<file path="config.mk">
export PLATFORM = sky130hd
export DESIGN_NAME = sodpr_div
export DESIGN_NICKNAME = d
export VERILOG_FILES = /design/src/hdl/sodpr_pkg.sv /design/src/hdl/sodpr_div.sv
export SDC_FILE = /design/constraint.sdc
export NUM_CORES = 1
export LEC_CHECK = 0
export ABC_AREA = 0
export ABC_CLOCK_PERIOD_IN_PS = 3400
export BUFFER_PORTS_ARGS = -buffer_cell sky130_fd_sc_hd__buf_2
export CAP_MARGIN = 20
export CORE_MARGIN = 2
export CORE_UTILIZATION = 40
export CTS_BUF_LIST = sky130_fd_sc_hd__clkbuf_16
export CTS_CLUSTER_SIZE = 20
export DETAILED_ROUTE_END_ITERATION = 8
export PLACE_DENSITY = 0.63
export REMOVE_ABC_BUFFERS = 1
export SETUP_SLACK_MARGIN = 0.15
export SLEW_MARGIN = 10
export SYNTH_ARGS = -nofsm -noshare
export SYNTH_HDL_FRONTEND = slang
export SYNTH_SLANG_ARGS = --single-unit
</file>
<file path="constraint.sdc">
create_clock -name clk -period 3.4 [get_ports clk]
set_input_delay 0.34 -clock clk [delete_from_list [all_inputs] [get_ports clk]]
set_output_delay 0.34 -clock clk [all_outputs]
set_load 0.005 [all_outputs]
</file>
<file path="src/hdl/sodpr_pkg.sv">
`default_nettype none

package sodpr_pkg;

	// field widths
	localparam int TIME_W   = 48;
	localparam int AXIS_W   = 32;
	localparam int MAG_W    = AXIS_W + 1;
	localparam int MUL_W    = 2 * MAG_W;
	localparam int SQ_W     = 64;
	localparam int DVD_W    = 52;
	localparam int QUO_W    = 32;
	localparam int IVL_W    = 20;
	localparam int THR_W    = 31;
	localparam int ADDR_W   = 4;
	localparam int DATA_W   = 32;
	localparam int NUM_AXES = 3;
	localparam int AX_W     = 2;

	localparam logic [AX_W-1:0] AX_FIRST = '0;
	localparam logic [AX_W-1:0] AX_LAST  = AX_W'(NUM_AXES - 1);

	// timing constants
	localparam logic [TIME_W-1:0] MIN_DT_US        = TIME_W'(100);
	localparam logic [TIME_W-1:0] HEARTBEAT_FACTOR = TIME_W'(3);
	localparam logic [MAG_W-1:0]  VEL_SCALE        = MAG_W'(1000000);

	// velocity saturation limits
	localparam logic [QUO_W-1:0] VEL_POS_MAX = 32'h7FFF_FFFF;
	localparam logic [QUO_W-1:0] VEL_NEG_MAX = 32'h8000_0000;

	// register reset values
	localparam logic [IVL_W-1:0] INTERVAL_RST = IVL_W'(50000);
	localparam logic [THR_W-1:0] THR_RST      = THR_W'(655);

	typedef enum logic [1:0] {
		REG_ENABLE   = 2'd0,
		REG_INTERVAL = 2'd1,
		REG_MOVE_THR = 2'd2,
		REG_ROT_THR  = 2'd3
	} reg_idx_t;

	typedef struct packed {
		logic             enable;
		logic [IVL_W-1:0] update_interval_us;
		logic [THR_W-1:0] move_threshold;
		logic [THR_W-1:0] rot_threshold;
	} cfg_t;

	typedef struct packed {
		logic                     tick_valid;
		logic                     force_send;
		logic [TIME_W-1:0]        now_us;
		logic signed [AXIS_W-1:0] pos_x;
		logic signed [AXIS_W-1:0] pos_y;
		logic signed [AXIS_W-1:0] pos_z;
		logic signed [AXIS_W-1:0] rot_x;
		logic signed [AXIS_W-1:0] rot_y;
		logic signed [AXIS_W-1:0] rot_z;
	} tick_t;

	typedef struct packed {
		logic signed [AXIS_W-1:0] out_pos_x;
		logic signed [AXIS_W-1:0] out_pos_y;
		logic signed [AXIS_W-1:0] out_pos_z;
		logic signed [AXIS_W-1:0] out_rot_x;
		logic signed [AXIS_W-1:0] out_rot_y;
		logic signed [AXIS_W-1:0] out_rot_z;
		logic signed [AXIS_W-1:0] vel_x;
		logic signed [AXIS_W-1:0] vel_y;
		logic signed [AXIS_W-1:0] vel_z;
		logic [TIME_W-1:0]        report_time_us;
		logic                     changed;
	} report_t;

	typedef struct packed {
		logic done;
		logic ovf;
	} div_stat_t;

	typedef enum logic [3:0] {
		ST_IDLE,
		ST_CHECK,
		ST_VMUL,
		ST_VSTART,
		ST_VWAIT,
		ST_PMAG,
		ST_PACC,
		ST_TSQ,
		ST_TCMP,
		ST_OUT
	} state_t;

endpackage

`default_nettype wire

</file>
<file path="src/hdl/sodpr_div.sv">
`default_nettype none

// restoring divider, one quotient bit a cycle, flags quotients of 2^32 and up
module sodpr_div (
	input  wire logic                         clk,
	input  wire logic                         arst_n,
	input  wire logic                         start,
	input  wire logic [sodpr_pkg::DVD_W-1:0]  dividend,
	input  wire logic [sodpr_pkg::TIME_W-1:0] divisor,
	output sodpr_pkg::div_stat_t              stat,
	output logic      [sodpr_pkg::QUO_W-1:0]  quotient
);

	localparam int HI_W  = sodpr_pkg::DVD_W - sodpr_pkg::QUO_W;
	localparam int CNT_W = $clog2(sodpr_pkg::QUO_W);
	localparam logic [CNT_W-1:0] CNT_LAST = CNT_W'(sodpr_pkg::QUO_W - 1);

	logic                          busy_q;
	logic                          done_q;
	logic                          ovf_q;
	logic [CNT_W-1:0]              cnt_q;
	logic [sodpr_pkg::TIME_W-1:0]  rem_q;
	logic [sodpr_pkg::TIME_W-1:0]  dsr_q;
	logic [sodpr_pkg::QUO_W-1:0]   qs_q;
	logic [sodpr_pkg::TIME_W:0]    trial;
	logic [sodpr_pkg::TIME_W:0]    trial_sub;
	logic                          fits;
	logic                          hi_ovf;

	// upper dividend bits at or above the divisor mean a quotient of 2^32 or more
	assign hi_ovf    = {(sodpr_pkg::TIME_W - HI_W)'(0), dividend[sodpr_pkg::DVD_W-1 -: HI_W]}
	                   >= divisor;
	assign trial     = {rem_q, qs_q[sodpr_pkg::QUO_W-1]};
	assign trial_sub = trial - {1'b0, dsr_q};
	assign fits      = trial >= {1'b0, dsr_q};

	// control
	always_ff @(posedge clk or negedge arst_n) begin
		if (!arst_n) begin
			busy_q <= 1'b0;
			done_q <= 1'b0;
			ovf_q  <= 1'b0;
			cnt_q  <= '0;
		end else if (start) begin
			busy_q <= !hi_ovf;
			done_q <= hi_ovf;
			ovf_q  <= hi_ovf;
			cnt_q  <= '0;
		end else if (busy_q) begin
			cnt_q <= cnt_q + CNT_W'(1);
			if (cnt_q == CNT_LAST) begin
				busy_q <= 1'b0;
				done_q <= 1'b1;
			end
		end else begin
			done_q <= 1'b0;
		end
	end

	// remainder and quotient shift register
	always_ff @(posedge clk) begin
		if (start) begin
			rem_q <= {(sodpr_pkg::TIME_W - HI_W)'(0), dividend[sodpr_pkg::DVD_W-1 -: HI_W]};
			qs_q  <= dividend[sodpr_pkg::QUO_W-1:0];
			dsr_q <= divisor;
		end else if (busy_q) begin
			if (fits) begin
				rem_q <= trial_sub[sodpr_pkg::TIME_W-1:0];
			end else begin
				rem_q <= trial[sodpr_pkg::TIME_W-1:0];
			end
			qs_q <= {qs_q[sodpr_pkg::QUO_W-2:0], fits};
		end
	end

	assign stat.done = done_q;
	assign stat.ovf  = ovf_q;
	assign quotient  = qs_q;

endmodule

`default_nettype wire

</file>
==> results.cfg <==
[global_route]
top_usage_layer = met2
use_met3 = 0.03495
grtUsageMet2 = 0.2876
first_global_vias = 7027
grt_overflow_total = 0
grt_max_degree = 77
met1_usage = 0.2660
antenna_found_initial = 0
grt_pass1_wl_um = 35980
grt.total_usage = 0.1880

[critical_path]
ff2ff_setup_slack_ns = 0.24
critical_path.max_stage_delay_ns = 0.41
crit_path_end_kind = register
r2r_start = rem_q[3]
cp-endpoint = rem_q[37]
cpMaxStageDelayCell = edfxtp_1
start_kind = register
path_cells = ha_1 -> buf_4 -> o2111ai_1 -> a31o_1 -> a211oi_4 -> o2111ai_2 -> a21oi_2 -> a31o_4 -> buf_12 -> mux2_4 -> a22oi_1 -> o21ai_1
worstPathArrival_ns = 3.47
crit_required_ns = 3.71
path_class = register to register
path_max_fanout = 19
regToRegEndpoint = rem_q[37]
crit_start = rem_q[3]
ff2ff_path_depth = 12

[place]
portBuffers = 136
place_area_um2 = 9991
pre_cts_slack_ns = 0.07054
dp_hpwl_um = 16240
routabilityCongestion = 0.9263

[yosys]
synth.avg_cell_area_um2 = 9.688
synthCells = 929
ys_types = 65
synth_edf_count = 100
yosys_warnings = 0
syn_area_um2 = 9000
synth-async-reset-ratio = 0.05882
synth_flop_cell = edfxtp_1
synth.ff_latch_count = 136
synth_seq_area_share = 0.4182

[routing]
drtAntennaViolNets = 0
num_vias = 7392
wl_per_cell_um = 16.82
drc = 0
viasPerCell = 5.443
first_pass_iters = 5
dr.first_iter.drc_count = 573
routed_wl_um = 22840

[timing]
hold_violations = 0
finalSetupTns_ns = 0
fmax_mhz = 316.5
finalSetupViolCount = 0
layout_setup_ws_ns = 0.2403
period_share = 0.9293
fin_skew_ns = 0.01612
relSlewSlack = 0.3514
rsz0062_at_grt = true
maxSlewViolCount = 0
worst_slew_pin_slew_ns = 0.9729
post-route-min-period_ns = 3.160

[job]
maxCapViolations = 0

[layout]
final_common_cell = buf_2
antenna_cells = 0
drive_gt1_frac = 0.2625
fin_util = 0.4961
postLayoutCellArea_um2 = 10890
final_cell_mix = buf_2 (135), edfxtp_1 (100), inv_1 (82)
final_net_count = 1239
syn_to_final_growth_pct = 21.03

[die]
die-width_um = 154
die_y_um = 154
dieArea_um2 = 23720
initial_core_util = 0.4099
core_region_area_um2 = 21960
rows = 54
num_io_pins = 137

[clock_network]
cts_buffer_depth = 2
ctsHtreeMaxLevel = 4
clk_latency_ns = 0.43
clkTransAtPathRegs_ns = 0.07
root_buffer = clkbuf_16
cts.sinks = 136
cts_buffers = 17
cts_tree = built

[run_status]
status = complete, no violations

[power_and_ir_drop]
power.total_mw = 8.647
leakage_nw = 4.760
power_density_nw_per_um2 = 793.8
ir_drop_uv = 395.4

[worst_hold_path]
hold_start = divisor[11]
hp-class = input pin to register
flip-flops by register name, summed over array words and instances (netlist names):
| signal | cells |
|---|---|
| busy_q | 1 |
| cnt_q | 5 |
| done_q | 1 |
| dsr_q | 48 |
| ovf_q | 1 |
| quotient | 32 |
| rem_q | 48 |
what timing repair did:
action / in CTS / in global routing
pin swaps: 2 / 12
buffers inserted: 1 / 5
hold endpoints to repair: 8 / 0
hold buffers: 1 / 0
gates cloned: 0 / 2
gates resized for setup: 2 / 33
setup endpoints to repair: 23 / 48
cells by family (layout without fill, tap and decap cells):
family	after synthesis	count (layout)	synth area share
AOI/OAI and AO/OA	261	261	0.1860
and+or+nand+nor	224	224	0.1191
buffers and inverters	137	286	0.06479
DFF	136	136	0.4182
adders and majority gates	71	71	0.09954
muxes	62	62	0.07535
xor gates and xnor gates	38	38	0.03698
worst min-delay path by stage:
stage	to	slack (ns)	depth (start not counted)
global route	dsr_q[13]	0.08	1
CTS	dsr_q[11]	0.08	1
detailed placement	cnt_q[0]	0.19	1
finish	dsr_q[11]	0.1	1
floorplan	busy_q	0.04	0
global placement	cnt_q[0]	0.19	1
metrics by stage:
step                      hold slack [ns]  cells
after floorplan                   0.04441    876
after global placement             0.1927   1317
after detailed placement           0.1930   1317
after CTS                         0.08147   1351
after global routing              0.08166   1358
final                             0.09516   1358
power breakdown:
group | switching, mW | internal (mW) | total, mW
Clock | 0.765 | 1.16 | 1.92
Sequential | 0.223 | 2.18 | 2.40
Combinational | 2.39 | 1.94 | 4.33
synthesized netlist by cell type (3+ instances only):
| master | n | area share |
|---|---|---|
| o21ai_1 | 11 | 0.0061 |
| nor2_1 | 70 | 0.029 |
| nand3b_1 | 3 | 0.0025 |
| nand3_1 | 22 | 0.012 |
| o21a_1 | 8 | 0.0067 |
| a21o_1 | 32 | 0.027 |
| a31oi_1 | 12 | 0.0083 |
| a221o_1 | 3 | 0.0033 |
| o211ai_1 | 8 | 0.0067 |
| nor2b_1 | 9 | 0.0063 |
| buf_2 | 8 | 0.0044 |
| a31o_1 | 3 | 0.0029 |
| buf_4 | 5 | 0.0042 |
| mux2_2 | 42 | 0.053 |
| nor4_1 | 8 | 0.0056 |
| xnor2_1 | 21 | 0.020 |
| o21ai_0 | 43 | 0.024 |
| a21oi_1 | 80 | 0.044 |
| dfxtp_1 | 28 | 0.062 |
| a221oi_1 | 4 | 0.0039 |
| xor2_1 | 17 | 0.017 |
| ha_1 | 70 | 0.097 |
| a211oi_2 | 3 | 0.0042 |
| a211oi_1 | 19 | 0.016 |
| nor3_1 | 15 | 0.0083 |
| o22ai_1 | 5 | 0.0035 |
| o21bai_1 | 7 | 0.0058 |
| nand2_1 | 51 | 0.021 |
| edfxtp_1 | 100 | 0.33 |
| nand4_1 | 18 | 0.013 |
| inv_1 | 83 | 0.035 |
| a21oi_2 | 3 | 0.0029 |
| dfrtp_1 | 8 | 0.022 |
| nand2b_1 | 9 | 0.0063 |
| mux2i_1 | 19 | 0.021 |
| and2_1 | 7 | 0.0049 |
| or3_1 | 3 | 0.0021 |
| clkbuf_1 | 36 | 0.015 |
| o31ai_1 | 4 | 0.0033 |
worst max-delay path: cells and delay by family (launching register included):
kind            cells  cell delay [ns]
buf+inv             2             0.36
compound gates      8             1.60
mux                 1             0.31
fa+ha+maj           1             0.36
flops               1             0.41
metal layers:
| layer | wire length (µm) | up-vias |
|---|---|---|
| li1 | - | 3659 |
| met1 | 11160 | 3491 |
| met2 | 10210 | 209 |
| met3 | 964 | 33 |
| met4 | 510 | 0 |
| met5 | 0 | - |
area by class of cell:
| cell class | count | area (µm²) |
|---|---|---|
| fill | 2048 | 11070 |
| multi-input combinational | 656 | 4850 |
| sequential | 136 | 3764 |
| timing repair buffer | 170 | 1013 |
| clock buffer | 17 | 425.4 |
| tap | 280 | 350.3 |
| inverter | 84 | 315.3 |
| clock inverter | 15 | 175.2 |
Note: power is estimated with default switching activity, not from simulation.
