<file path="config.mk">
export PLATFORM = sky130hd
export DESIGN_NAME = sodpr_regs
export DESIGN_NICKNAME = d
export VERILOG_FILES = /design/src/hdl/sodpr_pkg.sv /design/src/hdl/sodpr_regs.sv
export SDC_FILE = /design/constraint.sdc
export NUM_CORES = 1
export LEC_CHECK = 0
export ABC_AREA = 1
export BUFFER_PORTS_ARGS = -buffer_cell sky130_fd_sc_hd__buf_2
export CORE_MARGIN = 10
export CORE_UTILIZATION = 48
export CTS_CLUSTER_SIZE = 16
export DETAILED_ROUTE_END_ITERATION = 8
export GPL_TIMING_DRIVEN = 0
export PLACE_DENSITY = 0.91
export SLEW_MARGIN = 20
export SYNTH_ARGS = -nofsm -noshare
export SYNTH_HDL_FRONTEND = slang
export SYNTH_SLANG_ARGS = --single-unit
</file>
<file path="constraint.sdc">
create_clock -name clk -period 1.3 [get_ports clk]
set_clock_uncertainty 0.2 [all_clocks]
set_input_delay 0.26 -clock clk [delete_from_list [all_inputs] [get_ports clk]]
set_output_delay 0.26 -clock clk [all_outputs]
set_load 0.03 [all_outputs]
</file>
<file path="src/hdl/sodpr_pkg.sv">
`default_nettype none

package sodpr_pkg;

	// field widths
	localparam int TIME_W   = 48;
	localparam int AXIS_W   = 32;
	localparam int MAG_W    = AXIS_W + 1;
	localparam int MUL_W    = 2 * MAG_W;
	localparam int SQ_W     = 64;
	localparam int DVD_W    = 52;
	localparam int QUO_W    = 32;
	localparam int IVL_W    = 20;
	localparam int THR_W    = 31;
	localparam int ADDR_W   = 4;
	localparam int DATA_W   = 32;
	localparam int NUM_AXES = 3;
	localparam int AX_W     = 2;

	localparam logic [AX_W-1:0] AX_FIRST = '0;
	localparam logic [AX_W-1:0] AX_LAST  = AX_W'(NUM_AXES - 1);

	// timing constants
	localparam logic [TIME_W-1:0] MIN_DT_US        = TIME_W'(100);
	localparam logic [TIME_W-1:0] HEARTBEAT_FACTOR = TIME_W'(3);
	localparam logic [MAG_W-1:0]  VEL_SCALE        = MAG_W'(1000000);

	// velocity saturation limits
	localparam logic [QUO_W-1:0] VEL_POS_MAX = 32'h7FFF_FFFF;
	localparam logic [QUO_W-1:0] VEL_NEG_MAX = 32'h8000_0000;

	// register reset values
	localparam logic [IVL_W-1:0] INTERVAL_RST = IVL_W'(50000);
	localparam logic [THR_W-1:0] THR_RST      = THR_W'(655);

	typedef enum logic [1:0] {
		REG_ENABLE   = 2'd0,
		REG_INTERVAL = 2'd1,
		REG_MOVE_THR = 2'd2,
		REG_ROT_THR  = 2'd3
	} reg_idx_t;

	typedef struct packed {
		logic             enable;
		logic [IVL_W-1:0] update_interval_us;
		logic [THR_W-1:0] move_threshold;
		logic [THR_W-1:0] rot_threshold;
	} cfg_t;

	typedef struct packed {
		logic                     tick_valid;
		logic                     force_send;
		logic [TIME_W-1:0]        now_us;
		logic signed [AXIS_W-1:0] pos_x;
		logic signed [AXIS_W-1:0] pos_y;
		logic signed [AXIS_W-1:0] pos_z;
		logic signed [AXIS_W-1:0] rot_x;
		logic signed [AXIS_W-1:0] rot_y;
		logic signed [AXIS_W-1:0] rot_z;
	} tick_t;

	typedef struct packed {
		logic signed [AXIS_W-1:0] out_pos_x;
		logic signed [AXIS_W-1:0] out_pos_y;
		logic signed [AXIS_W-1:0] out_pos_z;
		logic signed [AXIS_W-1:0] out_rot_x;
		logic signed [AXIS_W-1:0] out_rot_y;
		logic signed [AXIS_W-1:0] out_rot_z;
		logic signed [AXIS_W-1:0] vel_x;
		logic signed [AXIS_W-1:0] vel_y;
		logic signed [AXIS_W-1:0] vel_z;
		logic [TIME_W-1:0]        report_time_us;
		logic                     changed;
	} report_t;

	typedef struct packed {
		logic done;
		logic ovf;
	} div_stat_t;

	typedef enum logic [3:0] {
		ST_IDLE,
		ST_CHECK,
		ST_VMUL,
		ST_VSTART,
		ST_VWAIT,
		ST_PMAG,
		ST_PACC,
		ST_TSQ,
		ST_TCMP,
		ST_OUT
	} state_t;

endpackage

`default_nettype wire

</file>
<file path="src/hdl/sodpr_regs.sv">
`default_nettype none

module sodpr_regs (
	input  wire logic                          clk,
	input  wire logic                          arst_n,
	input  wire logic                          psel,
	input  wire logic                          penable,
	input  wire logic                          pwrite,
	input  wire logic [sodpr_pkg::ADDR_W-1:0]  paddr,
	input  wire logic [sodpr_pkg::DATA_W-1:0]  pwdata,
	output logic      [sodpr_pkg::DATA_W-1:0]  prdata,
	output logic                               pready,
	output sodpr_pkg::cfg_t                    cfg
);

	sodpr_pkg::reg_idx_t idx;
	logic                wr;

	assign idx    = sodpr_pkg::reg_idx_t'(paddr[3:2]);
	assign wr     = psel && penable && pwrite;
	assign pready = 1'b1;

	// register writes on the access phase
	always_ff @(posedge clk or negedge arst_n) begin
		if (!arst_n) begin
			cfg.enable             <= 1'b0;
			cfg.update_interval_us <= sodpr_pkg::INTERVAL_RST;
			cfg.move_threshold     <= sodpr_pkg::THR_RST;
			cfg.rot_threshold      <= sodpr_pkg::THR_RST;
		end else if (wr) begin
			unique case (idx)
				sodpr_pkg::REG_ENABLE:   cfg.enable <= pwdata[0];
				sodpr_pkg::REG_INTERVAL: begin
					cfg.update_interval_us <= pwdata[sodpr_pkg::IVL_W-1:0];
				end
				sodpr_pkg::REG_MOVE_THR: begin
					cfg.move_threshold <= pwdata[sodpr_pkg::THR_W-1:0];
				end
				sodpr_pkg::REG_ROT_THR: begin
					cfg.rot_threshold <= pwdata[sodpr_pkg::THR_W-1:0];
				end
			endcase
		end
	end

	// read back
	always_comb begin
		unique case (idx)
			sodpr_pkg::REG_ENABLE:   prdata = sodpr_pkg::DATA_W'(cfg.enable);
			sodpr_pkg::REG_INTERVAL: prdata = sodpr_pkg::DATA_W'(cfg.update_interval_us);
			sodpr_pkg::REG_MOVE_THR: prdata = sodpr_pkg::DATA_W'(cfg.move_threshold);
			sodpr_pkg::REG_ROT_THR:  prdata = sodpr_pkg::DATA_W'(cfg.rot_threshold);
		endcase
	end

endmodule

`default_nettype wire

</file>
==> results of run 1 <==
[what timing repair did]
action / CTS
endpoints found under the hold margin: 120
gates resized for setup: 300
buffers inserted: 27
hold buffers: 31
cloned: 6
pin swaps: 49
setup endpoints to repair: 114
[synthesized netlist by cell type]
library cell	n	area share (%)
nand4_1	1	0.17
conb_1	2	0.20
dfstp_2	18	13
dfrtp_1	65	44
nor2_1	3	0.30
inv_2	4	0.40
nor2_2	2	0.34
buf_2	19	2.5
nand2_1	347	35
buf_4	7	1.4
inv_1	2	0.20
nand3_1	24	3.2
[kinds of logic after synthesis]
kind of cell	count (synthesis)	share of synthesized area [%]
AND/OR/NAND/NOR	377	38.95
flip-flops	83	56.29
buffers and inverters	32	4.562
other	2	0.2013
[metrics by stage]
stage / utilization (%) / std cells / cell area (µm²) / setup TNS, ns
global placement: 64.53 / 747 / 4935 / -83.62
CTS: 88.50 / 828 / 6768 / -17.42
floorplan: - / 494 / 4051 / -0.1713
detailed placement: 64.82 / 748 / 4957 / -31.89
==> summary.md, run 1 <==
| Metric | Value |
|---|---|
| Number of synthesized register bits | `83` |
| Largest net degree at the start of global routing | `45` |
| Syn_nets | `535` |
| Synth unique cells | `12` |
| Failed at | `5_1_grt` |
| Worst EP kind | `output port` |
| Crit. endpoint post-GRT repair | `prdata[0]` |
| Initial Util | `48.77%` |
| Hpwl dp | `9493 µm` |
| Num CTS Buffers | `9` |
| Root buf cell | `clkbuf_8` |
| Outcome | `did not finish` |
| Die X | `108.2 µm` |
| Post-synthesis cell area | `3730 µm²` |
| Clock sinks | `83` |
| Pre-CTS WS | `-0.5404 ns` |
| Initial antenna violation count | `0` |
| Row count | `32` |
| Global placer's final weighted congestion | `0.8224` |
| Proportion of synthesized chip area in sequential cells | `56.29%` |
| H-tree levels | `3` |
| CTS max path bufs | `2` |
| I/O pin cnt | `157` |
| Mapped Avg Cell Area | `7.550 µm²` |
| Stop Error | `[ERROR DPL-0033] detailed placement checks failed during check placement.` |
| Number of synthesis warnings | `0` |
| Die H | `108.2 µm` |
| Cell count after synthesis | `494` |
| Port bufs | `151` |
==> run 2: changes to the inputs <==
--- a/config.mk
+++ b/config.mk
@@ -8,11 +8,10 @@
 export ABC_AREA = 1
 export BUFFER_PORTS_ARGS = -buffer_cell sky130_fd_sc_hd__buf_2
 export CORE_MARGIN = 10
-export CORE_UTILIZATION = 48
-export CTS_CLUSTER_SIZE = 16
+export CORE_UTILIZATION = 40
 export DETAILED_ROUTE_END_ITERATION = 8
 export GPL_TIMING_DRIVEN = 0
-export PLACE_DENSITY = 0.91
+export PLACE_DENSITY_LB_ADDON = 0.15
 export SLEW_MARGIN = 20
 export SYNTH_ARGS = -nofsm -noshare
 export SYNTH_HDL_FRONTEND = slang
==> run 2 against run 1 <==
Synthesized area unchanged. Synthesized cell count unchanged. The flow now finishes, with violations (hold timing, setup timing).
==> summary.md, run 2 <==
| Metric | Value |
|---|---|
| Outcome | `finished with violations (was did not finish)` |
| Violated checks | `hold timing, setup timing` |
| Antenna viol nets, final | `0` |
| Vias | `4374` |
| Core Area | `9153 µm²` |
| Final max-slew violation count | `0` |
| Number of synthesized register bits | `83 (unchanged)` |
| Pre-CTS WS | `-0.5334 ns (was -0.5404 ns)` |
| PD cells | `1506 nW/µm²` |
| Worst Path Max Fanout | `2` |
| Wirelength per Cell | `18.24 µm` |
| DRC | `0` |
| Fin crit share | `128.7%` |
| Mapped Avg Cell Area | `7.550 µm² (unchanged)` |
| Worst-skew pair later-pin latency | `0.35 ns` |
| Clock sinks | `83 (unchanged)` |
| Top-count cell post-synth | `nand2_1 (unchanged)` |
| Fillcell total | `568` |
| Num CTS Buffers | `9 (unchanged)` |
| Setup violators final | `114` |
| Initial antenna violation count | `1` |
| Worst Hold Slack | `-0.3221 ns` |
| Worst Setup Path Type | `reg -> out` |
| Most frequent cells after synthesis | `nand2_1 (347), dfrtp_1 (65), nand3_1 (24) (unchanged)` |
| Compound-Gate Fraction of Synth Area | `0% (unchanged)` |
| CTS tree | `yes` |
| Flop2flop setup slack | `0.10 ns` |
| Most common cell after layout, fill and taps aside | `nand2_1` |
| GRT Util Overall | `21.51%` |
| Hpwl dp | `9064 µm (was 9493 µm)` |
| Finished Layout Cells | `889` |
| Main synth FF type | `dfrtp_1 (unchanged)` |
| Global placer's final weighted congestion | `0.8232 (was 0.8224)` |
| Post-synthesis simple-gate area fraction | `38.95% (unchanged)` |
| RSZ-0062 raised after global routing | `yes` |
| Share of layout cells above drive strength 1 | `48.65%` |
| Startpoint types | `register` |
| Clock transition at path regs | `0.09 ns` |
| F_max | `597.7 MHz` |
| Gr ovfl total | `0` |
| Worst VDD drop | `0.7726 mV` |
| DR pass1 iterations | `7` |
| Cell count after synthesis | `494 (unchanged)` |
| Row count | `35 (was 32)` |
| Max reg flops | `83` |
| Adder-Cell Fraction of Synth Area | `0% (unchanged)` |
| Root buf cell | `clkbuf_8 (unchanged)` |
| Synth top area share | `43.61% (unchanged)` |
| Die area | `13590 µm²` |
| Syn_nets | `535 (unchanged)` |
| Die H | `116.6 µm (was 108.2 µm)` |
| CTS max path bufs | `2 (unchanged)` |
| Critical path endpoint category | `primary output` |
| Initial Util | `40.75% (was 48.77%)` |
| Worst min path class | `in -> async` |
| Vias in the first global route | `4250` |
| Via-to-Cell Ratio | `4.920` |
| Fin util | `79.62%` |
| First-iteration detailed-routing DRC count | `213` |
| EDFF count, synth | `0 (unchanged)` |
| Placed cell count | `757 (was 748)` |
| Net count, final | `813` |
| Fin worst setup slack | `-0.3729 ns` |
| Final min period | `1.673 ns` |
| Largest family of logic cells by synthesized area | `simple AND/OR/NAND/NOR gates (unchanged)` |
| P&R area growth vs syn | `95.37%` |
| Total Wirelength | `16220 µm` |
| Slew headroom | `63.96%` |
| Die X | `116.6 µm (was 108.2 µm)` |
| Biggest regs | `cfg x83` |
| Crit path required time | `0.84 ns` |
| Largest cells by area after synthesis | `dfrtp_1 (44%), nand2_1 (35%), dfstp_2 (13%) (unchanged)` |
| First-pass GRT wire length | `22630 µm` |
| Async set or reset register ratio after synthesis | `100.0% (unchanged)` |
| H-tree levels | `3 (unchanged)` |
| Cell accounting for the most synthesized area | `dfrtp_1 (unchanged)` |
| Worst slew pin tran | `0.5405 ns` |
| Number of synthesis warnings | `0 (unchanged)` |
| Reg with most FFs | `cfg` |
| Total of max-cap violations | `0` |
| CP arrival | `1.21 ns` |
| Largest net degree at the start of global routing | `46` |
| Leak | `3.959 nW` |
| Post-synthesis xor/xnor area fraction | `0% (unchanged)` |
| Mux share of post-synthesis cell area | `0% (unchanged)` |
| Proportion of synthesized chip area in sequential cells | `56.29% (unchanged)` |
| Most frequent cells in the layout | `nand2_1 (295), buf_6 (163), dfrtp_1 (63)` |
| Total Power | `10.98 mW` |
| I/O pin cnt | `157 (unchanged)` |
| Synth unique cells | `12 (unchanged)` |
| Hold buffer count at cts | `31 (unchanged)` |
| Post-synthesis cell area | `3730 µm² (unchanged)` |
| Hold violation count in the final report | `32` |
| Port bufs | `151 (unchanged)` |
==> run 2: cell counts after synthesis <==
Identical to the previous run, type by type.
==> run 2: repair_timing <==
action,in CTS,in global routing
pin swaps,41,37
endpoints found under the setup margin,114,171
setup buffers,21,60
gates resized for setup,280,64
endpoints found under the hold margin,115,32
gates cloned,3,0
==> run 2: cells by family (layout without fill, tap and decap cells) <==
logic type,Yosys count,after routing
DFF,83,83
and+or+nand+nor,377,377
buffers and inverters,32,315
other,2,3
==> run 2: final cells by class <==
cell class              instances  area (µm²)  share of cell area [%]
well taps                     111       138.9                   1.906
inverters                       6       45.04                  0.6181
repair buffers                267        2730                   37.47
flip-flops and latches         83        2102                   28.85
plain buffers                  26       226.5                   3.108
multi-input cells             379        1848                   25.36
clock buffers                  11       141.4                   1.940
diodes                          1       2.502                 0.03434
clock inverters                 5       52.55                  0.7212
==> run 2: per-stage QoR <==
stage	hold WS [ns]	setup TNS, ns	instance area [µm²]
global placement	0.2610	-97.15	4946
CTS	-0.3059	-18.93	6611
finish	-0.3221	-22.71	7287
floorplan	-0.2356	-0.1713	4051
detailed placement	0.07715	-34.38	4976
global route	-0.2893	-26.21	7287
==> run 2: power breakdown <==
group	switching [mW]	leakage (nW)	internal [mW]
clock network	0.956	0.0991	0.933
registers	0.611	1.01	3.20
logic	2.71	2.85	2.57
==> run 2: worst max-delay path, stage by stage, from the launching register on <==
cell and delay, ns:
dfstp_2 0.56, nand3_2 0.06, nand4_1 0.10, buf_6 0.15
==> run 2: path summary, 6_finish.rpt <==
| kind | cells past startpoint | end | startpoint |
|---|---|---|---|
| worst max-delay path | 3 | prdata[0] | cfg[0]$_DFFE_PN1P_ |
| worst min-delay path | 1 | cfg[69]$_DFFE_PN0P_ | arst_n |
| worst max register to register | 5 | cfg[17]$_DFFE_PN0P_ | cfg[17]$_DFFE_PN0P_ |
| worst min register to register | 2 | cfg[70]$_DFFE_PN1P_ | cfg[70]$_DFFE_PN1P_ |
| max in group asynchronous | 2 | cfg[3]$_DFFE_PN1P_ | arst_n |
| min in group clk | 4 | cfg[82]$_DFFE_PN0P_ | paddr[3] |
==> run 2: layer usage <==
| metal | wire [µm] | track usage, % |
|---|---|---|
| met5 | 0 | 0 |
| met4 | 265 | 6.837 |
| met3 | 1260 | 6.112 |
| met2 | 8566 | 37.82 |
| met1 | 6126 | 24.68 |
Note: power is estimated with default switching activity, not from simulation.
==> run 3: changes to the inputs <==
--- a/config.mk
+++ b/config.mk
@@ -7,8 +7,10 @@
 export LEC_CHECK = 0
 export ABC_AREA = 1
 export BUFFER_PORTS_ARGS = -buffer_cell sky130_fd_sc_hd__buf_2
-export CORE_MARGIN = 10
-export CORE_UTILIZATION = 40
+export CELL_PAD_IN_SITES_DETAIL_PLACEMENT = 0
+export CELL_PAD_IN_SITES_GLOBAL_PLACEMENT = 1
+export CORE_MARGIN = 5
+export CORE_UTILIZATION = 33
 export DETAILED_ROUTE_END_ITERATION = 8
 export GPL_TIMING_DRIVEN = 0
 export PLACE_DENSITY_LB_ADDON = 0.15
==> run 3 against run 2 <==
The flow still finishes with violations (hold timing, setup timing). Routed wire length is 8.7% lower. Largest cell class unchanged. Die area decreased by 0.43%. Clock power rose by 22%. Sequential share of layout area is 0.70 points lower. Total power grew 3.4%. Cell count grew 3.3%.
==> summary.md, run 3 (same netlist as run 2, synthesis figures left out) <==
| Metric | Value |
|---|---|
| Global placer's final weighted congestion | `0.8039 (was 0.8232)` |
| Vias in the first global route | `4325 (was 4250)` |
| Sw frac | `37.70% (was 38.95%)` |
| Row count | `38 (was 35)` |
| Worst Path Max Fanout | `3 (was 2)` |
| Max reg flops | `83 (unchanged)` |
| First-iteration detailed-routing DRC count | `170 (was 213)` |
| P&R area growth vs syn | `100.8% (was 95.37%)` |
| Fin crit share | `128.1% (was 128.7%)` |
| Antenna viol nets, final | `0 (unchanged)` |
| Worst R2R Start | `cfg[40]$_DFFE_PN1P_ (was cfg[17]$_DFFE_PN0P_)` |
| Final min period | `1.665 ns (was 1.673 ns)` |
| Die X | `116.3 µm (was 116.6 µm)` |
| Setup violators final | `114 (unchanged)` |
| Largest net degree at the start of global routing | `49 (was 46)` |
| Flop2flop setup slack | `0.09 ns (was 0.10 ns)` |
| DR pass1 iterations | `4 (was 7)` |
| RSZ-0062 raised after global routing | `yes (unchanged)` |
| Most frequent cells in the layout | `nand2_1 (291), buf_6 (161), dfrtp_1 (58) (was nand2_1 (295), buf_6 (163), dfrtp_1 (63))` |
| Comb power frac | `46.0% (was 48.1%)` |
| Violated checks | `hold timing, setup timing (unchanged)` |
| GRT Util Overall | `21.76% (was 21.51%)` |
| Antenna cells | `0 (was 1)` |
| Fin worst setup slack | `-0.3652 ns (was -0.3729 ns)` |
| Wirelength per Cell | `16.13 µm (was 18.24 µm)` |
| Total Wirelength | `14810 µm (was 16220 µm)` |
| Worst-skew pair later-pin latency | `0.33 ns (was 0.35 ns)` |
| Net count, final | `814 (was 813)` |
| Clock sinks | `83 (unchanged)` |
| Final max-slew violation count | `0 (unchanged)` |
| Hold buffer count at cts | `31 (unchanged)` |
| Total of max-cap violations | `0 (unchanged)` |
| Leak | `4.053 nW (was 3.959 nW)` |
| Psw | `4.281 mW (was 4.275 mW)` |
| CTS max path bufs | `2 (unchanged)` |
| Outcome | `finished with violations (unchanged)` |
| Met3 Track Usage GR | `5.181% (was 6.112%)` |
| Placed cell count | `786 (was 757)` |
| Hold violation count in the final report | `32 (unchanged)` |
| Internal power | `7.075 mW (was 6.702 mW)` |
| Most common cell after layout, fill and taps aside | `nand2_1 (unchanged)` |
| Root buf cell | `clkbuf_16 (was clkbuf_8)` |
| Hpwl dp | `8829 µm (was 9064 µm)` |
| First-pass GRT wire length | `22600 µm (was 22630 µm)` |
| M2 GR Usage | `38.52% (was 37.82%)` |
| Finished Layout Cells | `918 (was 889)` |
| GR Util met1 | `26.17% (was 24.68%)` |
| Seq pwr share | `33.6% (was 34.7%)` |
| Initial Util | `34.11% (was 40.75%)` |
| Via-to-Cell Ratio | `4.605 (was 4.920)` |
| F_max | `600.5 MHz (was 597.7 MHz)` |
| I/O pin cnt | `157 (unchanged)` |
| H-tree levels | `3 (unchanged)` |
| Clock share of power | `20.4% (was 17.2%)` |
| Worst min path class | `in -> async (unchanged)` |
| Port bufs | `151 (unchanged)` |
| CTS tree | `yes (unchanged)` |
| CP arrival | `1.21 ns (about the same)` |
| Worst Setup Path Type | `reg -> out (unchanged)` |
| Grt peak-use layer | `met2 (unchanged)` |
| PD cells | `1516 nW/µm² (was 1506 nW/µm²)` |
| Crit path required time | `0.84 ns (about the same)` |
| Worst Hold Slack | `-0.3147 ns (was -0.3221 ns)` |
| Num CTS Buffers | `9 (unchanged)` |
| Clock transition at path regs | `0.06 ns (was 0.09 ns)` |
| Die area | `13530 µm² (was 13590 µm²)` |
| Vias | `4227 (was 4374)` |
| Reg with most FFs | `cfg (unchanged)` |
| Gr ovfl total | `0 (unchanged)` |
| Biggest regs | `cfg x83 (unchanged)` |
| RR Endpoint | `cfg[40]$_DFFE_PN1P_ (was cfg[17]$_DFFE_PN0P_)` |
| Die H | `116.3 µm (was 116.6 µm)` |
| Core Area | `10940 µm² (was 9153 µm²)` |
| Fin util | `68.49% (was 79.62%)` |
| Share of layout cells above drive strength 1 | `49.74% (was 48.65%)` |
| DRC | `0 (unchanged)` |
| Initial antenna violation count | `0 (was 1)` |
| Reg2Reg Depth | `5 (unchanged)` |
| Critical path endpoint category | `primary output (unchanged)` |
| Startpoint types | `register (unchanged)` |
| Worst VDD drop | `0.7778 mV (was 0.7726 mV)` |
run 3: final cells by class:
type                            instances  area (µm²)
Buffer                                 26       230.2
Clock buffer                           11       232.7
Clock inverter                          5       30.03
Fill cell                             855        3446
Inverter                                6       60.06
Multi-Input combinational cell        379        1907
Sequential cell                        83        2108
Tap cell                              140       175.2
Timing Repair Buffer                  268        2746
run 3: how the worst max path moves through the flow:
| stage | start | to | slack [ns] | depth (start not counted) |
|---|---|---|---|---|
| finish | cfg[31]$_DFFE_PN1P_ | prdata[0] | -0.37 | 3 |
| detailed placement | paddr[3] | prdata[18] | -0.55 | 7 |
| global route | cfg[0]$_DFFE_PN1P_ | prdata[0] | -0.41 | 3 |
| CTS | cfg[31]$_DFFE_PN1P_ | prdata[0] | -0.35 | 3 |
| global placement | arst_n | cfg[73]$_DFFE_PN0P_ | -0.96 | 1 |
| floorplan | cfg[0]$_DFFE_PN1P_ | prdata[0] | -0.11 | 2 |
run 3: power groups by stage:
| stage | Sequential (mW) | Combinational, mW | Clock (mW) |
|---|---|---|---|
| floorplan | 4.71 | 1.07 | 0 |
| global placement | 3.69 | 3.13 | 0 |
| detailed placement | 3.70 | 3.18 | 0 |
| CTS | 3.81 | 4.43 | 2.36 |
| global route | 3.86 | 5.57 | 2.48 |
| finish | 3.81 | 5.23 | 2.31 |
run 3: per-layer routing:
layer	vias to the layer above	wire [µm]
li1	2047	-
met1	2024	6013
met2	137	7626
met3	19	936
met4	0	233
met5	-	0
run 3: through the flow:
step	power, mW	instance area (µm²)	worst slack [ns]	hold slack (ns)	setup TNS, ns
finish	11.36	7490	-0.3652	-0.3147	-19.16
global route	11.91	7490	-0.4133	-0.2870	-22.91
CTS	10.60	6867	-0.3529	-0.2983	-16.13
detailed placement	6.881	5012	-0.5526	0.06513	-37.89
global placement	6.817	4982	-0.9557	0.2577	-106.52
floorplan	5.788	4051	-0.1089	-0.2356	-0.1713
run 3: repair_timing:
item,4_1_cts,5_1_grt
setup buffers,27,56
cloned,5,0
endpoints found under the hold margin,114,32
pin swaps,67,24
setup endpoints to repair,114,188
gates resized for setup,298,73
run 3: worst max-delay path, cell delays in order (launching register included):
cell     delay, ns
dfstp_2       0.56
nand3_2       0.06
nand4_1       0.10
buf_6         0.15
==> run 4: changes to the inputs <==
--- a/config.mk
+++ b/config.mk
@@ -5,12 +5,11 @@
 export SDC_FILE = /design/constraint.sdc
 export NUM_CORES = 1
 export LEC_CHECK = 0
-export ABC_AREA = 1
 export BUFFER_PORTS_ARGS = -buffer_cell sky130_fd_sc_hd__buf_2
 export CELL_PAD_IN_SITES_DETAIL_PLACEMENT = 0
 export CELL_PAD_IN_SITES_GLOBAL_PLACEMENT = 1
 export CORE_MARGIN = 5
-export CORE_UTILIZATION = 33
+export CORE_UTILIZATION = 39
 export DETAILED_ROUTE_END_ITERATION = 8
 export GPL_TIMING_DRIVEN = 0
 export PLACE_DENSITY_LB_ADDON = 0.15
==> run 4 against run 3 <==
The run still ends with hold timing, setup timing left. Sequential power is 2% higher. Cell count is 27% lower. Routed wire length down 10%. Critical endpoint is now prdata[4]. Via count shrank 23%. Total power grew 14%. Largest power group unchanged. Utilization is 8.6 points higher. Combinational power rose by 30%.
==> summary.md, run 4 <==
| Metric | Value |
|---|---|
| Synth top area share | `41.11% (was 43.61%)` |
| Reg with most FFs | `cfg (unchanged)` |
| RSZ-0062 raised after global routing | `yes (unchanged)` |
| Syn_nets | `297 (was 535)` |
| Antenna cells | `0 (unchanged)` |
| Critical path endpoint category | `primary output (unchanged)` |
| Net count, final | `576 (was 814)` |
| Pre-CTS WS | `-0.4213 ns (was -0.5526 ns)` |
| Startpoint types | `register (unchanged)` |
| CP arrival | `1.42 ns (was 1.21 ns)` |
| Clock transition at path regs | `0.09 ns (was 0.06 ns)` |
| Crit path required time | `0.84 ns (about the same)` |
| Worst Path Max Fanout | `2 (was 3)` |
| Fin crit share | `144.4% (was 128.1%)` |
| Max reg flops | `83 (unchanged)` |
| Most frequent cells in the layout | `buf_6 (188), mux2_4 (71), dfrtp_1 (59) (was nand2_1 (291), buf_6 (161), dfrtp_1 (58))` |
| Vias in the first global route | `3700 (was 4325)` |
| Fin worst setup slack | `-0.5772 ns (was -0.3652 ns)` |
| Hold buffer count at cts | `31 (unchanged)` |
| Async set or reset register ratio after synthesis | `100.0% (unchanged)` |
| Outcome | `finished with violations (unchanged)` |
| DR pass1 iterations | `4 (unchanged)` |
| CP cell instances | `mux2_2 > a22o_4 > buf_6 (was nand3_2 > nand4_1 > buf_6)` |
| Setup_tns | `-28.93 ns (was -19.16 ns)` |
| PD cells | `1707 nW/µm² (was 1516 nW/µm²)` |
| Worst VDD drop | `0.9348 mV (was 0.7778 mV)` |
| CTS tree | `yes (unchanged)` |
| Cell accounting for the most synthesized area | `dfrtp_1 (unchanged)` |
| I/O pin cnt | `157 (unchanged)` |
| Number of synthesis warnings | `0 (unchanged)` |
| Antenna viol nets, final | `0 (unchanged)` |
| Worst path max stage delay | `0.42 ns (was 0.56 ns)` |
| Final max-slew violation count | `0 (unchanged)` |
| Worst min path class | `in -> async (unchanged)` |
| Num CTS Buffers | `9 (unchanged)` |
| Worst Hold Slack | `-0.3480 ns (was -0.3147 ns)` |
| Violated checks | `hold timing, setup timing (unchanged)` |
| Root buf cell | `clkbuf_8 (was clkbuf_16)` |
| DRC | `0 (unchanged)` |
| Die H | `110.7 µm (was 116.3 µm)` |
| Mapped Avg Cell Area | `15.45 µm² (was 7.550 µm²)` |
| Largest net degree at the start of global routing | `50 (was 49)` |
| Most common cell after layout, fill and taps aside | `buf_6 (was nand2_1)` |
| Initial Util | `40.29% (was 34.11%)` |
| Worst Setup Path Type | `reg -> out (unchanged)` |
| Wirelength per Cell | `19.74 µm (was 16.13 µm)` |
| P&R area growth vs syn | `91.37% (was 100.8%)` |
| H-tree levels | `3 (unchanged)` |
| Largest cells by area after synthesis | `dfrtp_1 (41%), mux2_2 (20%), dfstp_2 (12%) (was dfrtp_1 (44%), nand2_1 (35%), dfstp_2 (13%))` |
| Clock sinks | `83 (unchanged)` |
| Initial antenna violation count | `0 (unchanged)` |
| Worst-skew pair later-pin latency | `0.34 ns (was 0.33 ns)` |
| Global placer's final weighted congestion | `0.7566 (was 0.8039)` |
| First-pass GRT wire length | `20400 µm (was 22600 µm)` |
| Hpwl dp | `7541 µm (was 8829 µm)` |
| Most frequent cells after synthesis | `mux2_2 (69), dfrtp_1 (65), mux2_4 (30) (was nand2_1 (347), dfrtp_1 (65), nand3_1 (24))` |
| Total Wirelength | `13290 µm (was 14810 µm)` |
| Main synth FF type | `dfrtp_1 (unchanged)` |
| Leak | `3.676 nW (was 4.053 nW)` |
| Vias | `3274 (was 4227)` |
| Proportion of synthesized chip area in sequential cells | `53.07% (was 56.29%)` |
| Top-count cell post-synth | `mux2_2 (was nand2_1)` |
| Gr ovfl total | `0 (unchanged)` |
| Setup violators final | `116 (was 114)` |
| EDFF count, synth | `0 (unchanged)` |
| Post-synthesis cell area | `3956 µm² (was 3730 µm²)` |
| Via-to-Cell Ratio | `4.865 (was 4.605)` |
| CTS max path bufs | `2 (unchanged)` |
| Cell count after synthesis | `256 (was 494)` |
| Row count | `36 (was 38)` |
| Total of max-cap violations | `0 (unchanged)` |
| Synth unique cells | `20 (was 12)` |
| Hold violation count in the final report | `29 (was 32)` |
| First-iteration detailed-routing DRC count | `73 (was 170)` |
| F_max | `532.7 MHz (was 600.5 MHz)` |
| Fillcell total | `590 (was 855)` |
| Final min period | `1.877 ns (was 1.665 ns)` |
| Share of layout cells above drive strength 1 | `80.74% (was 49.74%)` |
| Core Area | `9819 µm² (was 10940 µm²)` |
| Worst path slowest cell | `dfrtp_2 (was dfstp_2)` |
| Number of synthesized register bits | `83 (unchanged)` |
| GRT Util Overall | `20.65% (was 21.76%)` |
| Die area | `12260 µm² (was 13530 µm²)` |
| Biggest regs | `cfg x83 (unchanged)` |
| Port bufs | `149 (was 151)` |
| Die X | `110.7 µm (was 116.3 µm)` |
[run 4: cell types whose count changed after synthesis, moves of 4 or more]
cell | previous run | this run
nand2_1 | 347 | 0
mux2_4 | 0 | 30
a22o_1 | 0 | 19
buf_2 | 19 | 9
mux2i_1 | 0 | 11
inv_2 | 4 | 0
nand3_1 | 24 | 1
nor2b_1 | 0 | 12
buf_4 | 7 | 3
mux2_2 | 0 | 69
[run 4: final cells by class]
cell class / instances / area (µm²) / area share [%]
multi-input combinational: 152 / 2071 / 27.35
clock inverter: 5 / 103.9 / 1.372
clock buffer: 11 / 131.4 / 1.735
sequential: 83 / 2107 / 27.83
tap: 133 / 166.4 / 2.198
timing repair buffer: 268 / 2714 / 35.85
buffer: 21 / 277.8 / 3.669
[run 4: cell families after synthesis]
group	count (synthesis)	synth area share [%]
simple gates	17	2.941
mux	114	35.23
other cells	2	0.1898
compound gates	19	4.206
buf+inv	21	4.364
flops	83	53.07
[run 4: repair_timing]
item                                    in CTS  in global routing
setup buffers                               60                 41
endpoints found under the hold margin      108                 25
endpoints found under the setup margin     114                122
pin swaps                                    9                  1
cloned                                       0                  0
gates resized for setup                    281                 38
[run 4: worst paths after layout]
kind / startpoint / end / slack (ns) / depth (start not counted)
worst max register to register: cfg[35]$_DFFE_PN0P_ / cfg[35]$_DFFE_PN0P_ / -0.12 / 5
worst max-delay path: cfg[35]$_DFFE_PN0P_ / prdata[4] / -0.58 / 3
max in group asynchronous: arst_n / cfg[40]$_DFFE_PN1P_ / 0.57 / 2
worst min-delay path: arst_n / cfg[35]$_DFFE_PN0P_ / -0.35 / 1
worst min register to register: cfg[13]$_DFFE_PN0P_ / cfg[13]$_DFFE_PN0P_ / 0.37 / 1
min in group clk: paddr[3] / cfg[82]$_DFFE_PN0P_ / 0.13 / 3
[run 4: metrics by stage]
stage,utilization (%),power [mW],hold slack [ns],instance area [µm²],cells
CTS,74.10,12.45,-0.3421,7276,646
finish,77.10,12.92,-0.3480,7571,673
global route,77.10,13.46,-0.3283,7571,673
global placement,54.37,8.001,0.3032,5339,538
detailed placement,54.68,8.074,0.05151,5369,539
floorplan,-,6.878,-0.2356,4427,256
[run 4: critical path, delay by kind of cell (launching register included)]
kind | cells | cell delay (ns)
mux | 1 | 0.27
buf+inv | 1 | 0.13
compound gates | 1 | 0.24
flops | 1 | 0.42
[run 4: routing by layer]
layer | vias to the layer above | part of all wire (%) | GRT usage, %
met3 | 23 | 4.4 | 5.076
met4 | 0 | 2.1 | 6.158
met1 | 1658 | 41 | 24.68
met5 | - | 0 | 0
met2 | 108 | 53 | 36.65
li1 | 1485 | - | -
[run 4: report_power, final]
group / switching (mW) / internal, mW
clock network: 0.956 / 1.28
registers: 0.587 / 3.29
logic: 3.00 / 3.81
